### src/design/frc_pkg.sv
// Types and constants shared by the feedback rate controller files.
`default_nettype none

package frc_pkg;

   localparam int OCC_W  = 24;
   localparam int PKT_W  = 11;
   localparam int RATE_W = 32;
   localparam int GAM_W  = 16;
   localparam int STEP_W = 24;
   localparam int DEC_W  = 17;
   localparam int GAIN_W = 20;

   // multiplier operands and product
   localparam int MA_W = 35;
   localparam int MB_W = 21;
   localparam int MP_W = MA_W + MB_W;
   localparam int LAW_W = MP_W - 16;
   // width of the exact sum before clipping
   localparam int SUM_W = 58;

   localparam logic [PKT_W-1:0] MAX_PACKET = 11'd1488;

   localparam logic [1:0] MODE_ADD  = 2'd0;
   localparam logic [1:0] MODE_MULT = 2'd1;
   localparam logic [1:0] MODE_PROP = 2'd2;
   localparam logic [1:0] MODE_RATE = 2'd3;

   localparam logic [2:0] CSR_MODE      = 3'd0;
   localparam logic [2:0] CSR_STEP      = 3'd1;
   localparam logic [2:0] CSR_DECREASE  = 3'd2;
   localparam logic [2:0] CSR_OCC_GAIN  = 3'd3;
   localparam logic [2:0] CSR_RATE_GAIN = 3'd4;
   localparam logic [2:0] CSR_PACKET    = 3'd5;
   localparam logic [2:0] CSR_INIT_RATE = 3'd6;

   localparam logic [STEP_W-1:0] RESET_STEP      = 24'd65536;
   localparam logic [DEC_W-1:0]  RESET_DECREASE  = 17'd32768;
   localparam logic [GAIN_W-1:0] RESET_OCC_GAIN  = 20'd13107;
   localparam logic [GAIN_W-1:0] RESET_RATE_GAIN = 20'd32768;
   localparam logic [PKT_W-1:0]  RESET_PACKET    = 11'd1024;
   localparam logic [RATE_W-1:0] RESET_RATE      = 32'd6553600;

   typedef struct packed {
      logic [OCC_W-1:0] occupancy;
      logic [OCC_W-1:0] target_occupancy;
      logic [GAM_W-1:0] target_rate;
   } req_type;

   typedef struct packed {
      logic signed [RATE_W-1:0] new_rate;
      logic                     saturated;
   } rsp_type;

   typedef enum logic [2:0] {
      ST_IDLE,
      ST_DIV,
      ST_MUL_STEP,
      ST_MUL_LAW,
      ST_SCALE,
      ST_SUM
   } state_type;

endpackage

`default_nettype wire

### src/design/frc_div.sv
// Restoring divider, one quotient bit per cycle, for occupancy error over packet size.
`default_nettype none

module frc_div
   import frc_pkg::*;
(
   input  wire logic             clock,
   input  wire logic             reset,
   input  wire logic             start,
   input  wire logic [OCC_W-1:0] dividend,
   input  wire logic [PKT_W-1:0] divisor,
   output logic                  done,
   output logic      [OCC_W-1:0] quotient
);

   localparam int CNT_W = $clog2(OCC_W);

   logic             busy_ff;
   logic             done_ff;
   logic [CNT_W-1:0] cnt_ff;
   logic [PKT_W-1:0] den_ff;
   logic [PKT_W-1:0] rem_ff;
   logic [PKT_W-1:0] rem_in;
   logic [OCC_W-1:0] quo_ff;
   logic [OCC_W-1:0] quo_in;
   logic [PKT_W:0]   trial;
   logic             fits;

   always_comb begin
      trial  = {rem_ff, quo_ff[OCC_W-1]};
      fits   = trial >= {1'b0, den_ff};
      rem_in = fits ? PKT_W'(trial - {1'b0, den_ff}) : trial[PKT_W-1:0];
      quo_in = {quo_ff[OCC_W-2:0], fits};
   end

   always_ff @(posedge clock) begin
      if (reset) begin
         busy_ff <= 1'b0;
         done_ff <= 1'b0;
         cnt_ff  <= '0;
      end else begin
         done_ff <= 1'b0;
         if (start) begin
            busy_ff <= 1'b1;
            cnt_ff  <= '0;
         end else if (busy_ff) begin
            cnt_ff <= cnt_ff + 1'b1;
            if (cnt_ff == CNT_W'(OCC_W - 1)) begin
               busy_ff <= 1'b0;
               done_ff <= 1'b1;
            end
         end
      end
   end

   always_ff @(posedge clock) begin
      if (start) begin
         rem_ff <= '0;
         quo_ff <= dividend;
         den_ff <= divisor;
      end else if (busy_ff) begin
         rem_ff <= rem_in;
         quo_ff <= quo_in;
      end
   end

   assign done     = done_ff;
   assign quotient = quo_ff;

endmodule

`default_nettype wire

### src/design/feedback_rate_controller_core.sv
// Top level of the feedback rate controller: registers, sequencer and shared multiplier.
//
//   channel  direction  handshake          word
//   req      in         req_valid/stall    req_type (occupancy, target, target rate)
//   rsp      out        rsp_valid/stall    rsp_type (new rate, saturated)
//   csr      in         csr_valid/ready    3-bit index, 32-bit data
//
// A word passes from acceptance to result through the bit-serial divider, the
// two passes through the shared multiplier, the scaling step, and the sum and
// clip, with a divider hand-over between divide and multiply. req_stall is high
// throughout. The output register holds a result under rsp_stall while the next
// word is taken; a finished sum waits only if that register is still full.
// Synchronous reset restores the registers and the rate to their reset values.
`default_nettype none

module feedback_rate_controller_core
   import frc_pkg::*;
(
   input  wire logic        clock,
   input  wire logic        reset,
   input  wire logic        req_valid,
   output logic             req_stall,
   input  wire req_type     req_data,
   output logic             rsp_valid,
   input  wire logic        rsp_stall,
   output rsp_type          rsp_data,
   input  wire logic        csr_valid,
   output logic             csr_ready,
   input  wire logic [2:0]  csr_index,
   input  wire logic [31:0] csr_data
);

   state_type state_ff, state_in;

   logic [1:0]        mode_ff;
   logic [STEP_W-1:0] step_size_ff;
   logic [DEC_W-1:0]  decrease_ff;
   logic [GAIN_W-1:0] occ_gain_ff;
   logic [GAIN_W-1:0] rate_gain_ff;
   logic [PKT_W-1:0]  packet_ff;
   logic signed [RATE_W-1:0] rate_ff;

   logic             gt_ff, lt_ff, neg_ff;
   logic [GAM_W-1:0] gamma_ff;
   logic signed [MP_W-1:0]  step_ff;
   logic signed [MP_W-1:0]  prod_ff;
   logic signed [LAW_W-1:0] law_ff;
   logic                    rsp_valid_ff;
   rsp_type                 rsp_ff;

   logic             req_take, rsp_take, csr_take, out_load;
   logic [OCC_W-1:0] err_mag;
   logic [PKT_W-1:0] divisor;
   logic             div_done;
   logic [OCC_W-1:0] quo;
   logic signed [OCC_W:0]   q;
   logic signed [MA_W-1:0]  mul_a;
   logic signed [MB_W-1:0]  mul_b;
   logic signed [MP_W-1:0]  mul_p;
   logic signed [MP_W-1:0]  rounded;
   logic signed [SUM_W-1:0] cur_x, inc, dec, padd, next;
   logic                    sat_hi, sat_lo;
   rsp_type                 result;

   assign req_take  = req_valid && !req_stall;
   assign rsp_take  = rsp_valid_ff && !rsp_stall;
   assign csr_take  = csr_valid && csr_ready;
   assign csr_ready = 1'b1;

   // magnitude of the occupancy error, sign applied after the divide
   always_comb begin
      if (req_data.occupancy > req_data.target_occupancy)
         err_mag = req_data.occupancy - req_data.target_occupancy;
      else
         err_mag = req_data.target_occupancy - req_data.occupancy;
      if (packet_ff == '0)
         divisor = PKT_W'(1);
      else if (packet_ff > MAX_PACKET)
         divisor = MAX_PACKET;
      else
         divisor = packet_ff;
   end

   frc_div u_div (
      .clock    (clock),
      .reset    (reset),
      .start    (req_take),
      .dividend (err_mag),
      .divisor  (divisor),
      .done     (div_done),
      .quotient (quo)
   );

   assign q = neg_ff ? -$signed({1'b0, quo}) : $signed({1'b0, quo});

   // shared multiplier: occupancy gain times quotient, then the law's product
   always_comb begin
      if (state_ff == ST_MUL_STEP) begin
         mul_a = MA_W'(q);
         mul_b = $signed({1'b0, occ_gain_ff});
      end else if (mode_ff == MODE_MULT) begin
         mul_a = MA_W'(rate_ff);
         mul_b = $signed({{(MB_W-DEC_W){1'b0}}, decrease_ff});
      end else begin
         mul_a = MA_W'(rate_ff) - $signed({{(MA_W-GAM_W-16){1'b0}}, gamma_ff, 16'd0});
         mul_b = $signed({1'b0, rate_gain_ff});
      end
      mul_p = mul_a * mul_b;
   end

   // truncation toward zero on the way back to Q16.16
   assign rounded = prod_ff + (prod_ff[MP_W-1] ? MP_W'(65535) : MP_W'(0));

   always_comb begin
      cur_x = SUM_W'(rate_ff);
      inc   = cur_x + $signed({{(SUM_W-STEP_W){1'b0}}, step_size_ff});
      dec   = cur_x - $signed({{(SUM_W-STEP_W){1'b0}}, step_size_ff});
      padd  = cur_x + SUM_W'(step_ff);
      unique case (mode_ff)
         MODE_ADD: begin
            if (gt_ff)
               next = (dec > 0) ? dec : cur_x;
            else if (lt_ff)
               next = inc;
            else
               next = cur_x;
         end
         MODE_MULT: begin
            if (gt_ff)
               next = SUM_W'(law_ff);
            else if (lt_ff)
               next = inc;
            else
               next = cur_x;
         end
         MODE_PROP: next = (padd > 0) ? padd : cur_x;
         default:   next = padd - SUM_W'(law_ff);
      endcase
      sat_hi = !next[SUM_W-1] && (next[SUM_W-2:RATE_W-1] != '0);
      sat_lo = next[SUM_W-1] && (next[SUM_W-2:RATE_W-1] != '1);
      result.saturated = sat_hi || sat_lo;
      if (sat_hi)
         result.new_rate = 32'sh7fffffff;
      else if (sat_lo)
         result.new_rate = 32'sh80000000;
      else
         result.new_rate = next[RATE_W-1:0];
   end

   always_comb begin
      state_in = state_ff;
      out_load = 1'b0;
      req_stall = (state_ff != ST_IDLE);
      unique case (state_ff)
         ST_IDLE:     if (req_take) state_in = ST_DIV;
         ST_DIV:      if (div_done) state_in = ST_MUL_STEP;
         ST_MUL_STEP: state_in = ST_MUL_LAW;
         ST_MUL_LAW:  state_in = ST_SCALE;
         ST_SCALE:    state_in = ST_SUM;
         ST_SUM: begin
            if (!rsp_valid_ff || !rsp_stall) begin
               out_load = 1'b1;
               state_in = ST_IDLE;
            end
         end
         default:     state_in = ST_IDLE;
      endcase
   end

   always_ff @(posedge clock) begin
      if (reset)
         state_ff <= ST_IDLE;
      else
         state_ff <= state_in;
   end

   // configuration and rate state
   always_ff @(posedge clock) begin
      if (reset) begin
         mode_ff      <= MODE_ADD;
         step_size_ff <= RESET_STEP;
         decrease_ff  <= RESET_DECREASE;
         occ_gain_ff  <= RESET_OCC_GAIN;
         rate_gain_ff <= RESET_RATE_GAIN;
         packet_ff    <= RESET_PACKET;
         rate_ff      <= RESET_RATE;
      end else begin
         if (out_load)
            rate_ff <= result.new_rate;
         if (csr_take) begin
            unique case (csr_index)
               CSR_MODE:      mode_ff      <= csr_data[1:0];
               CSR_STEP:      step_size_ff <= csr_data[STEP_W-1:0];
               CSR_DECREASE:  decrease_ff  <= csr_data[DEC_W-1:0];
               CSR_OCC_GAIN:  occ_gain_ff  <= csr_data[GAIN_W-1:0];
               CSR_RATE_GAIN: rate_gain_ff <= csr_data[GAIN_W-1:0];
               CSR_PACKET:    packet_ff    <= csr_data[PKT_W-1:0];
               CSR_INIT_RATE: rate_ff      <= csr_data;
               default: ;
            endcase
         end
      end
   end

   always_ff @(posedge clock) begin
      if (req_take) begin
         gt_ff    <= req_data.occupancy > req_data.target_occupancy;
         lt_ff    <= req_data.occupancy < req_data.target_occupancy;
         neg_ff   <= req_data.occupancy > req_data.target_occupancy;
         gamma_ff <= req_data.target_rate;
      end
      if (state_ff == ST_MUL_STEP)
         step_ff <= mul_p;
      if (state_ff == ST_MUL_LAW)
         prod_ff <= mul_p;
      if (state_ff == ST_SCALE)
         law_ff <= rounded[MP_W-1:16];
      if (out_load)
         rsp_ff <= result;
   end

   always_ff @(posedge clock) begin
      if (reset)
         rsp_valid_ff <= 1'b0;
      else if (out_load)
         rsp_valid_ff <= 1'b1;
      else if (rsp_take)
         rsp_valid_ff <= 1'b0;
   end

   assign rsp_valid = rsp_valid_ff;
   assign rsp_data  = rsp_ff;

endmodule

`default_nettype wire

### config.mk
export PLATFORM = sky130hd
export DESIGN_NAME = feedback_rate_controller_core
export DESIGN_NICKNAME = d
export VERILOG_FILES = /design/src/design/frc_pkg.sv /design/src/design/frc_div.sv /design/src/design/feedback_rate_controller_core.sv
export SDC_FILE = /design/constraint.sdc
export NUM_CORES = 2
export LEC_CHECK = 0
export ABC_AREA = 1
export BUFFER_PORTS_ARGS = -buffer_cell sky130_fd_sc_hd__buf_2
export CORE_UTILIZATION = 50
export CTS_CLUSTER_DIAMETER = 150
export CTS_CLUSTER_SIZE = 20
export DETAILED_ROUTE_END_ITERATION = 10
export PLACE_DENSITY = 0.68
export RECOVER_POWER = 50
export SLEW_MARGIN = 20
export SYNTH_ARGS = -nofsm -noshare
export SYNTH_HDL_FRONTEND = slang
export SYNTH_SLANG_ARGS = --single-unit
### constraint.sdc
create_clock -name clock -period 18 [get_ports clock]
set_input_delay 0.9 -clock clock [delete_from_list [all_inputs] [get_ports clock]]
set_output_delay 0.9 -clock clock [all_outputs]
set_load 0.02 [all_outputs]
# == After elaboration in Yosys (flattened, before gate mapping) ==
# Index checks and enable logic that the tools add are counted.
# totals
reg_bits,386
inputBits,104
output_inout_bits,36
word_cells,123
# classes
addsub,11
multipliers,1
n_lt_le_gt_ge,6
n_eq_ne,18
muxes,34
bitwise,1
reduce_logical,28
# ops
cell,n
$mux W58,5
$pmux W58 S3,1
$mux W32,5
$mux W24,3
$mux W35,2
$sub A57 B40 Y58,1
$add A32 B56 Y57,1
$gt A57 B1 Y1 const B,1
$add A56 B17 Y56,1
$mul A35 B21 Y56,1
$sub A24 B24 Y24,2
$mux W20,2
$sub A32 B33 Y34,1
$add A32 B25 Y33,1
$gt A33 B1 Y1 const B,1
$sub A32 B25 Y33,1
$ne A26 B26 Y1 const B,1
$reduce_bool A26 Y1,1
$mux W25,1
$neg A24 Y25,1
$gt A24 B24 Y1,1
$lt A24 B24 Y1,1
$mux W11,2
$pmux W3 S6,1
28 further kinds,61

# == Depth between registers and ports, before layout ==
# depth
depth_word,12
depth_mapped,49
depth_no_buf,48

# == By module ==
# From an unflattened synthesis, not the netlist that was laid out.
# unflattened
hier_cells,8373
area_unflattened_um2,58965.3
# by_module_without_submodules
mod,instances,cells_each,area_each_um2,seq_area_each_um2
feedback_rate_controller_core,1,8006,55984.9,8698.3
frc_div,1,367,2980.4,1411.4

# == Least setup slack after synthesis ==
# Ideal clock, no wire load.
# synth_timing
path_kind,register to register
startpoint,register state_ff[1]
endpoint,"register prod_ff[44], data pin"
setup_ps,256
arrival_time_ps,9486
slack_ps,8257
stages_incl_launch_ff,39
n_path_buf,2
path_cell_list,dfxtp_1 -> inv_1 -> nor2_1 -> inv_1 -> nor2_1 -> clkbuf_1 -> o21ai_1 -> inv_1 -> clkbuf_1 -> nand2_1 -> fa_1 -> inv_1 -> fa_1 -> inv_1 -> fa_1 -> fa_1 -> inv_1 -> ha_1 -> (+3 left out) -> fa_1 -> ha_1 -> a21oi_1 -> inv_1 -> a31oi_1 -> o21ai_1 -> a21oi_1 -> o21ai_0 -> a21boi_0 -> o21ai_0 -> a21boi_0 -> o21ai_0 -> a21oi_1 -> o21ai_0 -> nand2_1 -> nand2_1 -> nand2_1 -> nand2_1
# synth_between
elab_chain_cells,3
elab_cells_between_ends,4
# synth_rtl
item,line,source
"start, declared",feedback_rate_controller_core.sv:33,"state_type state_ff, state_in;"
"start signal, assigned",feedback_rate_controller_core.sv:174,state_ff <= state_in;
$eq A3 B2 Y1 *,feedback_rate_controller_core.sv:98,if (state_ff == ST_MUL_STEP) begin
$mux W35 or $mux W20 (tied branches),feedback_rate_controller_core.sv:98,
$mul A35 B21 Y56 *,feedback_rate_controller_core.sv:108,mul_p = mul_a * mul_b;
named net mul_p[44],feedback_rate_controller_core.sv:59,logic signed [MP_W-1:0] mul_p;
"end signal, assigned",feedback_rate_controller_core.sv:215,prod_ff <= mul_p;
"end, declared",feedback_rate_controller_core.sv:46,logic signed [MP_W-1:0] prod_ff;
# The timed path passes the listed nets; every way through them passes the cells marked *.
# A chain may end at the register's enable or synchronous reset.

# == Worst setup path after layout ==
# layout_timing
startpoint,register state_ff[1]
endpoint,"register step_ff[44], data pin"
# layout_between
elab_chain_cells,3
elab_cells_between_ends,4
# layout_rtl
item,line,source
$eq A3 B2 Y1 *,feedback_rate_controller_core.sv:98,
$mux W35 or $mux W20 (tied branches),feedback_rate_controller_core.sv:98,
$mul A35 B21 Y56 *,feedback_rate_controller_core.sv:108,
named net mul_p[44],feedback_rate_controller_core.sv:59,
"end signal, assigned",feedback_rate_controller_core.sv:213,step_ff <= mul_p;
"end, declared",feedback_rate_controller_core.sv:45,logic signed [MP_W-1:0] step_ff;
# Marks and branches as above.

==> out/qor.yml <==
status:
  status: "complete, but fails checks"
  violations: "max-capacitance violations, max-slew violations"
placement:
  io_buffers: 138
  gp_congestion: 1.040
  hpwl_mm: 172.6
logic_synthesis:
  synth.top_cells.by_area: "fa_1 (23%), edfxtp_1 (12%), nand2_1 (12%)"
  synth_largest_area_cell: "fa_1"
  ys_types: 66
  synth_edf_count: 238
  synth_xor_area_share_pct: 3.183
  synth_cells: 8060
  yosys.area_share.adder_pct: 31.93
  async_flop_share_pct: 0
  syn-num-nets: 9233
  ys_seq_area_share_pct: 17.52
  synthMuxAreaShare_pct: 0.06938
  yosys.area_share.simple_pct: 22.06
  ys_warn_count: 0
  avgSynthCellArea_sq_um: 7.160
  syn_area_sq_um: 57710
  ys_seq_elements: 386
  synth_top_family_by_area: "adder cells"
  synth_top_area_share_pct: 23.35
  synth-compound-area-share_pct: 12.73
  ys.flop_type: "edfxtp_1"
grt:
  busiest_layer: "met2"
  met1_usage_pct: 46.94
  grt_antenna_before_repair: 11
  grt_first_pass_wirelength_mm: 320.3
  grt_pass1_vias: 53590
  use_met3_pct: 6.506
  grt_max_degree: 83
  use_met2_pct: 58.36
  grt-ovfl-total: 0
  grtUsageTotal_pct: 36.26
die:
  ios: 140
  fp.dieH_microns: 341.7
  core.rowCount: 124
  initial_utilization_pct: 50.47
  design.core.area_sq_um: 114300
  die_w_microns: 341.7
  die-area_sq_um: 116800
timing:
  rsz0062_at_grt: "false"
  tns_ns: 0
  finalHoldViolCount: 0
  relSlewSlack_pct: -162.7
  worstMarginPinSlew_ns: 3.941
  slew_viol_final: 416
  report.final.setup_viol: 0
  max_clock_freq_mhz: 77.76
  timing.final.crit_period_ns: 12.86
  post-route-period-util_pct: 71.45
  finClkSkew_ns: 0.05629
setup_path:
  max_stage_delay_ns: 2.47
  critPathBufInv: 7
  crit_arrival_ns: 13.21
  cp.required_ns: 18.35
  cp_common_cell: "fa_1"
  critPathTopFamily: "buffers and inverters"
  crit_slowest_cell: "clkbuf_1"
  start_kind: "flop"
  cp_max_fo: 60
  critPathKind: "flop to flop"
  worstSetupEndpointType: "flop"
cts:
  cts.clk_slew.worst_paths_ns: 0.09
  clock_sinks: 386
  cts_resized: 0
  postCtsSetupBuffers: 0
  insertion_delay_ns: 0.64
  cts_hold_buffers: 0
  cts_made_buffers: 24
  root_buffer: "clkbuf_16"
  h-tree-depth: 1
  cts.path.max_buffers: 3
  cts_tree: "done"
drt:
  remaining_drc_errors: 0
  first_pass_iters: 7
  drt_wl_total_mm: 212.2
  detail-route-antenna-nets: 0
  avgViaCountPerCell: 5.651
  vias: 54270
  wire_per_inst_microns: 22.09
  drtIter0Drc: 5211
power_and_ir_drop:
  pwr-share-seq_pct: 15.3
  sw_frac_of_total_pct: 55.47
  p_comb_share_pct: 79.4
  p_int_mw: 5.096
  power.total_mw: 11.44
  p_leak_nw: 30.36
  power.density_nw_per_um2: 188.6
  irDropWorstVdd_mv: 0.4027
  clkPwrFrac_pct: 5.3
  p_sw_mw: 6.347
layout:
  final_common_cell: "nand2_1"
  area_growth_pct: 5.115
  layout_common_cells: "nand2_1 (1784), inv_1 (1613), nor2_1 (889)"
  fin_nets: 9237
  drive_gt1_share_pct: 3.700
worst_hold_path:
  hold_path.class: "input pin to flop"
job:
  drv_cap: 7
[worst reg2reg max path: cells and delay by family (launching register included)]
family,cells,cell delay [ns]
AO/OA/AOI/OAI,9,2.69
adder cells (fa/ha/maj),8,3.71
buffers and inverters,7,4.01
flip-flops,1,0.39
AND/OR/NAND/NOR,7,1.81
[cell families (layout without fill, tap and decap cells)]
logic type,Yosys count,after routing
xor gates and xnor gates,208,208
and+or+nand+nor,3158,3158
other,1,11
buffers and inverters,1896,1918
muxes,4,4
DFF,386,386
AOI/OAI and AO/OA,1338,1338
adders and majority gates,1069,1069
[registers in the layout, indices dropped and copies added (netlist names), 5 cells and up]
signal,count
step_size_ff,24
step_ff,56
rate_gain_ff,20
packet_ff,11
u_div.den_ff,11
decrease_ff,17
gamma_ff,16
u_div.rem_ff,11
occ_gain_ff,20
rsp_data,33
u_div.cnt_ff,5
u_div.quotient,24
prod_ff,56
rate_ff,32
law_ff,40
[cell usage after synthesis, types with 7 or more instances]
library cell,instances
nand2_1,1784
inv_1,1615
nor2_1,893
fa_1,673
a21oi_1,603
o21ai_0,435
ha_1,396
nand3_1,267
edfxtp_1,238
clkbuf_1,217
dfxtp_1,148
xor2_1,139
a31oi_1,68
xnor2_1,67
nor3_1,61
o211ai_1,57
o21ai_1,37
nand4_1,31
nand2_2,25
nor4_1,22
o21bai_1,19
a41oi_1,17
clkinv_1,16
o21a_1,16
nand3b_1,15
nor2_2,15
o221ai_1,15
buf_2,13
or2_2,13
a21boi_0,12
a211oi_1,11
inv_2,11
a21o_1,9
buf_1,9
and3_1,7
buf_4,7
[stage by stage]
stage	setup WS [ns]	util (%)	hold slack, ns	instance area [sq um]	std cells
2_1_floorplan	8.257	-	0.4236	57710	8060
3_3_place_gp	7.539	52.50	0.4377	60030	9550
6_report	5.140	53.05	0.4605	60660	9604
4_1_cts	7.412	53.14	0.4451	60760	9594
3_5_place_dp	7.427	52.50	0.4444	60030	9550
5_1_grt	4.302	53.03	0.4467	60640	9596
[area by class of cell]
type                    instances  area [sq um]
fillers                     11410         53680
multi-input cells            5778         40440
flip-flops and latches        386         10110
inverters                    1642          6163
well taps                    1512          1892
repair buffers                232          1301
clock buffers                  41         695.7
clock inverters                 3         37.54
diodes                         10         25.02
[worst paths after layout]
kind	from	to	slack [ns]	depth (start not counted)
max reg2reg	state_ff[1]	step_ff[44]	5.14	31
min reg2reg	rate_gain_ff[15]	rate_gain_ff[15]	0.47	2
max	state_ff[1]	step_ff[44]	5.14	31
min	req_data[7]	gamma_ff[7]	0.46	1
[per-layer routing]
metal / up-vias / wire length, microns
met3: 593 / 20070
li1: 25130 / -
met2: 2659 / 94820
met5: - / 10
met1: 25890 / 84930
met4: 2 / 12360
[power by group through the flow]
stage	sequential [mW]	clock, mW	combinational, mW
floorplan	1.73	0	6.34
global placement	1.76	0	8.81
detailed placement	1.77	0	8.97
CTS	1.75	0.609	9.02
global route	1.76	0.637	10.2
finish	1.75	0.604	9.09
(Power assumes the default switching activity.)
